--- config.mk ---
export PLATFORM = sky130hd
export DESIGN_NAME = stg_ctrl
export DESIGN_NICKNAME = d
export VERILOG_FILES = /design/src/sv/simd_twister_random_generator_macros.svh /design/src/sv/stg_pkg.sv /design/src/sv/stg_ctrl.sv
export SDC_FILE = /design/constraint.sdc
export NUM_CORES = 1
export LEC_CHECK = 0
export BUFFER_PORTS_ARGS = -buffer_cell sky130_fd_sc_hd__buf_2
export CORE_AREA = 3 3 40 42
export DETAILED_ROUTE_END_ITERATION = 6
export DIE_AREA = 0 0 43 45
export PLACE_DENSITY_LB_ADDON = 0.1
export SKIP_CTS_REPAIR_TIMING = 1
export SYNTH_ARGS = -nofsm -noshare
export SYNTH_HDL_FRONTEND = slang
export SYNTH_SLANG_ARGS = --single-unit
--- constraint.sdc ---
create_clock -name clk -period 1.7 [get_ports clk]
set_clock_uncertainty 0.1 [all_clocks]
set_input_delay 0.17 -clock clk [delete_from_list [all_inputs] [get_ports clk]]
set_output_delay 0.17 -clock clk [all_outputs]
set_load 0.03 [all_outputs]
--- src/sv/simd_twister_random_generator_macros.svh ---
// ----------------------------------------------------------------------------
// Assertion macros for the twister random generator
// Concurrent checks that compile away when SYNTH is defined.
// ----------------------------------------------------------------------------
`ifndef SIMD_TWISTER_RANDOM_GENERATOR_MACROS_SVH
`define SIMD_TWISTER_RANDOM_GENERATOR_MACROS_SVH

`ifndef SYNTH
// same-cycle implication
`define STG_ASSERT_IMP(lbl, clk, rst_n, ante, cons, msg) \
  lbl: assert property (@(posedge clk) disable iff (!rst_n) (ante) |-> (cons)) \
    else $error(msg);
// next-cycle implication
`define STG_ASSERT_NXT(lbl, clk, rst_n, ante, cons, msg) \
  lbl: assert property (@(posedge clk) disable iff (!rst_n) (ante) |=> (cons)) \
    else $error(msg);
`else
`define STG_ASSERT_IMP(lbl, clk, rst_n, ante, cons, msg)
`define STG_ASSERT_NXT(lbl, clk, rst_n, ante, cons, msg)
`endif

`endif

--- src/sv/stg_pkg.sv ---
// ----------------------------------------------------------------------------
// stg_pkg
// Shared types and constants of the twister random generator.
// ----------------------------------------------------------------------------
`default_nettype none

package stg_pkg;

  // item operation codes
  localparam logic OP_SEED = 1'b0;
  localparam logic OP_NEXT = 1'b1;

  // seed recurrence multiplier
  localparam logic [31:0] INIT_MULT = 32'd1812433253;

  // per-word mask of the recursion, element 0 in the low word
  localparam logic [127:0] MIX_MASK = {32'hedfefffd, 32'hcbfff7fe,
                                       32'hffdff7fb, 32'hfffef7f9};

  // shift in bits of the whole-vector terms, one byte
  localparam int VEC_SHIFT = 8;

  // read address select of the store
  typedef enum logic [1:0] {
    RD_WORD,
    RD_PRE,
    RD_REGEN
  } rd_sel_t;

  // controller to datapath
  typedef struct packed {
    rd_sel_t rd_sel;
    logic    seed_load;
    logic    seed_mul;
    logic    seed_add;
    logic    regen_load;
    logic    regen_step;
    logic    idx_clear;
    logic    deliver;
  } cmd_t;

  // datapath to controller
  typedef struct packed {
    logic idx_wrap;
    logic seeded;
    logic seed_last;
    logic regen_last;
    logic out_free;
  } stat_t;

endpackage

`default_nettype wire

--- src/sv/stg_ctrl.sv ---
// ----------------------------------------------------------------------------
// stg_ctrl
// Sequencer for seeding, regeneration and word delivery.
// ----------------------------------------------------------------------------
`default_nettype none

module stg_ctrl
  import stg_pkg::*;
(
  input  wire logic  clk,
  input  wire logic  rst_n,
  input  wire logic  in_valid,
  input  wire logic  in_op,
  output logic       in_ready,
  input  wire stat_t stat,
  output cmd_t       cmd
);

  typedef enum logic [3:0] {
    S_IDLE,
    S_SMUL,
    S_SADD,
    S_PRE,
    S_LOAD,
    S_RREAD,
    S_RCALC,
    S_RDW,
    S_DLV
  } state_t;

  state_t state_r, state_nxt;

  // command decode and next state
  always_comb begin
    state_nxt  = state_r;
    cmd        = '0;
    cmd.rd_sel = RD_WORD;
    in_ready   = 1'b0;
    case (state_r)
      S_IDLE: begin
        in_ready = 1'b1;
        if (in_valid) begin
          if (in_op == OP_SEED) begin
            cmd.seed_load = 1'b1;
            state_nxt     = S_SMUL;
          end else if (!stat.idx_wrap) begin
            state_nxt = S_DLV;
          end else if (stat.seeded) begin
            state_nxt = S_PRE;
          end else begin
            // a never-seeded store reads as zero: just restart the index
            cmd.idx_clear = 1'b1;
            state_nxt     = S_DLV;
          end
        end
      end
      S_SMUL: begin
        cmd.seed_mul = 1'b1;
        state_nxt    = S_SADD;
      end
      S_SADD: begin
        cmd.seed_add = 1'b1;
        state_nxt    = stat.seed_last ? S_IDLE : S_SMUL;
      end
      S_PRE: begin
        cmd.rd_sel = RD_PRE;
        state_nxt  = S_LOAD;
      end
      S_LOAD: begin
        cmd.regen_load = 1'b1;
        state_nxt      = S_RREAD;
      end
      S_RREAD: begin
        cmd.rd_sel = RD_REGEN;
        state_nxt  = S_RCALC;
      end
      S_RCALC: begin
        cmd.regen_step = 1'b1;
        if (stat.regen_last) begin
          cmd.idx_clear = 1'b1;
          state_nxt     = S_RDW;
        end else begin
          state_nxt = S_RREAD;
        end
      end
      S_RDW: begin
        state_nxt = S_DLV;
      end
      S_DLV: begin
        if (stat.out_free) begin
          cmd.deliver = 1'b1;
          state_nxt   = S_IDLE;
        end
      end
      default: begin
        state_nxt = S_IDLE;
      end
    endcase
  end

  // state register
  always_ff @(posedge clk) begin
    if (!rst_n) begin
      state_r <= S_IDLE;
    end else begin
      state_r <= state_nxt;
    end
  end

endmodule

`default_nettype wire

# --- Word-level counts from Yosys, hierarchy flattened ---
# Cells that the tools add are included.
word_totals:
  output_inout_bits: 10
  latch_bits: 0
  rom_bits: 0
  n_memories: 0
  ff_bits: 4
  input_bits: 9
  ram_bits: 0
op_classes:
  multipliers: 0
  n_shift: 0
  add_sub_neg: 0
  n_div: 0
  n_lt_le_gt_ge: 0
  n_reduce_logical: 2
  n_bitwise: 0
  n_eq_ne: 10
  mux: 25
ops:
  columns: ["cell", "count"]
  rows:
  - ["case mux 4 bit (9 select lines)", 1]
  - ["two-way mux 4 bit", 5]
  - ["equality test 4 x 3 -> 1 bit (second input constant)", 4]
  - ["two-way mux 1 bit", 16]
  - ["equality test 4 x 2 -> 1 bit (second input constant)", 2]
  - ["equality test 4 x 1 -> 1 bit (second input constant)", 1]
  - ["equality test 4 bit (second input constant)", 1]
  - ["logical NOT 4 bit", 1]
  - ["inequality test 2 bit (second input constant)", 2]
  - ["case mux 2 bit (2 select lines)", 1]
  - ["two-way mux 2 bit", 1]
  - ["case mux 1 bit (2 select lines)", 1]
  - ["AND reduction 2 bit", 1]

# --- Logic depth before layout (Yosys ltp) ---
logic_depth:
  depth_word: 5
  depth_mapped: 5
  mapped_depth_nobuf: 4

# --- Worst setup path before layout ---
# No wires, ideal clock.
synth_path:
  path_kind: "register -> output"
  start: "register state_r[2]"
  end: "output port cmd[6] (netlist bit)"
  t_arrival_ps: 1732
  slack_ps: -302
  path_stages_with_launch: 4
  path_cell_list: "dfxtp_1 buf_6 or4_4 nor3b_1"
synth_rtl:
  columns: ["element", "line_no", "source"]
  rows:
  - ["start, declared", "stg_ctrl.sv:31", "state_t state_r, state_nxt;"]
  - ["start signal, assigned", "stg_ctrl.sv:106", "state_r <= state_nxt;"]
  - ["end, declared", "stg_ctrl.sv:16", "output cmd_t cmd"]

==> flow_results.org <==
** Status
- The run finished, with violations left.
- Failing checks :: negative setup slack

** Finish
- Area taken by multi-input logic gates :: approximately 270 um^2
- The area growth from synthesis to layout is 58.39%.
- ANT cells :: 0
- In the final design database the tool counted 80 nets.
- Largest registers in the final layout :: state_r: 4 flops
- The post-route netlist has about half of its cells at a drive strength greater than 1.
- At the end of the flow the core is filled with cells to between 40 and 50%.
- Number of flip-flops under the largest register name :: 4
- Fin cells :: 84
- Fillers :: 139
- Register containing the most flip-flops in the final layout :: state_r
- The sequential cells in the finished layout cover a total of 81.33 um^2.

** Routing
- The pre-antenna-repair detailed-routing pass consisted of 4 iterations.
- In this run the remaining antenna-violating nets after routing total 0.
- The detailed router placed 416 vias in this run.
- Final routed DRC violation total :: 0
- Using the TritonRoute via totals, the vias-per-cell ratio works out to around 5.0.
- Initial DRC Count :: 13
- Post-detailed-route wirelength per cell :: approximately 11 um
- Total wire length :: a little under 1000 um

** STA
- Counting I/O delays and the setup requirement, the final critical path takes 1.780 ns.
- The worst pin sits at a relative slew slack of between 70 and 80%.
- The number of max-slew violations in the final report was 0.
- Final hold analysis gives a worst-case slack of around 0.12 ns.
- In the final timing run, aggregate negative setup slack is -0.1229 ns.
- Setup repair after global routing missed its margin :: yes
- Highest attainable clock frequency :: 561.9 MHz
- Worst-margin pin slew :: between 0.3 and 0.4 ns
- The number of hold violations in the final report was 0.
- The final critical path takes up 104.7% of the cycle.
- Across all setup checks in the final design, the least slack found is -0.07953 ns.
- Setup violations remaining at the end of the flow were counted as 2.

** Setup path
- Following the worst setup path forward leads to its endpoint at cmd[1].
- Flop-to-flop setup slack :: around 0.24 ns
- Max incr delay on CP :: approximately 0.57 ns
- Cell class contributing the biggest share of worst-path delay :: simple AND/OR/NAND/NOR gates
- Crit-path slowest cell :: sky130_fd_sc_hd__or4_4
- The critical path runs through a total of 5 cells.
- Data required time at the worst endpoint :: approximately 1.4 ns
- In this run the critical register-to-register path is captured at state_r[3].
- Walking the worst path, the cells encountered are or4_4, inv_4, nand2_2, o2bb2ai_4, buf_6.
- Worst Path Buf+Inv :: 2
- Worst Setup End Kind :: output port
- The worst register-to-register path has a depth of 4.
- Kind of start point of the critical path :: flop
- Startpoint of the most critical register-to-register path :: state_r[3]
- Worst-path fanout max :: 4
- In this run the worst setup path begins at state_r[3].
- Arrival time at the worst endpoint :: ~1.5 ns
- The critical path is of the reg -> out type.

** Power and ir drop
- Maximum resistive drop on vdd :: between 0.2 and 0.25 mV
- Power spread over the standard cell area amounts to roughly 700 nW/um^2.
- Reported leakage power :: 0.2406 nW

** Yosys
- Share of the synthesized area in the top cell type :: 23.36%
- Post-synth top cells :: sky130_fd_sc_hd__nor3_1 (5), sky130_fd_sc_hd__dfxtp_1 (4), sky130_fd_sc_hd__nand2_1 (4)
- Synthesized netlist net count :: between 50 and 60
- Counting flops and latches in the post-synthesis netlist gives 4.
- Mean cell area of the mapped netlist :: 7.294 um^2
- Of all cell types, the one taking the most synthesized area is sky130_fd_sc_hd__dfxtp_1.
- The mapped netlist covers 342.8 um^2.
- In this run, synthesis inferred 0 flip-flops with an integrated enable.
- Of the synthesized area, sequential elements account for between 20% and 30%.
- The Yosys step of the flow raised 0 warnings.
- After synthesis, the share of flip-flops with an asynchronous set or reset is 0%.
- Area contributors post-synth :: sky130_fd_sc_hd__dfxtp_1 (23%), sky130_fd_sc_hd__nor3_1 (7.3%), sky130_fd_sc_hd__nand2b_1 (5.5%)
- The most used flip-flop cell after synthesis is sky130_fd_sc_hd__dfxtp_1.
- By instance count, the leading cell after synthesis is sky130_fd_sc_hd__nor3_1.
- Count of unique library cells instantiated by Yosys :: 26
- In the synthesized netlist, the number of instances is 47.

** Clocking
- TritonCTS built the clock tree.
- In this run, CTS created clock tree buffers numbering 3.
- H-tree level count :: 1
- Clk Latency, worst-skew pair :: about 0.22 ns
- Counting along the longest clock path gives a buffer depth of 2.
- The clock drives 4 sinks.
- In this run the clock root is driven by a sky130_fd_sc_hd__clkbuf_4.
- After clock tree synthesis, the clock-pin slew on the worst setup and hold paths is 0.04 ns.

** Die
- The region available for standard cell placement spans about 1300 um^2.
- The die covers 1935 um^2.
- Starting Density :: a little over a quarter
- Measured along the y axis, the die boundary spans approximately 45 um.
- I/O pins :: 19
- The floorplan step set the die width to 43 um.
- The initialized floorplan defines 13 standard-cell rows.

** Min path
- The tightest min-delay check is of the in -> reg type.

** Run
- Max-cap violations in this run came to 0.

** Global routing
- Antenna violations before repair :: 0
- Met2 routing resource usage after global routing :: approximately a fifth
- Met1 capacity usage during global routing :: about an eighth
- In this run the most used layer during global routing was met2.
- Entering global routing, the biggest net connects 11 pins.
- Via count of the first global-routing pass :: roughly 400
- Global routing used between 10 and 15% of the available tracks across all layers.
- The first global-routing pass estimated around 1600 um of wire.
- Global routing used under 10% of the available met3 tracks.
- Global routing finished with a remaining overflow of 0.

** Placement
- Prior to clock tree synthesis, the placed netlist has a worst setup slack of about 0.1 ns.
- Count of placed standard cells including taps :: 80
- Final Wtd Congestion :: around 0.74
- Input and output buffers added on the ports amount to 18.
- Detailed placement finished with a half-perimeter wire length of between 700 and 800 um.
==> logic make-up after synthesis <==
group / Yosys count / synth area share, %
AOI/OAI and AO/OA: 9 / 17.52
DFF: 4 / 23.36
and+or+nand+nor: 28 / 48.54
xor gates and xnor gates: 1 / 2.555
buffers and inverters: 5 / 8.027
==> how the worst min path moves through the flow <==
stage	from	endpoint	cells after the start
6_report	rst_n	state_r[3]	3
5_1_grt	rst_n	state_r[3]	3
4_1_cts	rst_n	state_r[3]	3
3_3_place_gp	rst_n	state_r[3]	3
3_5_place_dp	rst_n	state_r[3]	3
2_1_floorplan	rst_n	state_r[3]	2
==> per-layer routing <==
metal | part of all wire (%) | vias to the layer above
met5 | 0 | -
met2 | 47 | 21
li1 | - | 212
met4 | 0 | 0
met1 | 45 | 183
met3 | 8.6 | 0
==> through the flow <==
step	power, mW	instance area, um^2
3_3_place_gp	0.2508	485.5
6_report	0.3813	543.0
4_1_cts	0.3631	508.0
2_1_floorplan	0.2050	369.1
5_1_grt	0.4099	543.0
3_5_place_dp	0.2493	485.5
==> report_power, final <==
group	switching (mW)	internal (mW)
Clock	0.0334	0.0786
Combinational	0.0928	0.0720
Sequential	0.00318	0.101
Total	0.129	0.252
==> tightest hold or removal path: stages <==
cell and delay (ns):
sky130_fd_sc_hd__buf_2 0.10, sky130_fd_sc_hd__o21ai_0 0.07, sky130_fd_sc_hd__a31oi_1 0.05
==> area by class of cell <==
class	count	share of cell area, %
clock buffers	3	4.147
inverters	1	1.152
multi-input cells	38	49.54
flip-flops and latches	4	14.98
well taps	15	3.456
repair buffers	23	26.73
==> cells in the final DEF, fill, tap and decap left out <==
cell type and count:
sky130_fd_sc_hd__nor2b_1 2, sky130_fd_sc_hd__o41ai_1 1, sky130_fd_sc_hd__nand2_2 1, sky130_fd_sc_hd__o21ai_0 2
sky130_fd_sc_hd__inv_4 1, sky130_fd_sc_hd__nor2_1 2, sky130_fd_sc_hd__nand4b_1 2, sky130_fd_sc_hd__and2_1 1
sky130_fd_sc_hd__or4_4 1, sky130_fd_sc_hd__a31oi_1 1, sky130_fd_sc_hd__o2bb2ai_4 1, sky130_fd_sc_hd__buf_2 14
sky130_fd_sc_hd__or2_2 1, sky130_fd_sc_hd__nor3_1 5, sky130_fd_sc_hd__clkbuf_4 4, sky130_fd_sc_hd__a21oi_1 2
sky130_fd_sc_hd__a21o_2 1, sky130_fd_sc_hd__nand2b_1 3, sky130_fd_sc_hd__buf_4 6, sky130_fd_sc_hd__nand2_1 3
sky130_fd_sc_hd__nand4_1 1, sky130_fd_sc_hd__dfxtp_2 1, sky130_fd_sc_hd__or2b_1 1, sky130_fd_sc_hd__dfxtp_1 3
sky130_fd_sc_hd__xnor2_1 1, sky130_fd_sc_hd__and3_1 1, sky130_fd_sc_hd__a21o_1 1, sky130_fd_sc_hd__buf_6 2
sky130_fd_sc_hd__nor3b_2 1, sky130_fd_sc_hd__nor2_4 1, sky130_fd_sc_hd__nand3b_1 2
No activity file was read; power rests on OpenSTA's default activity.
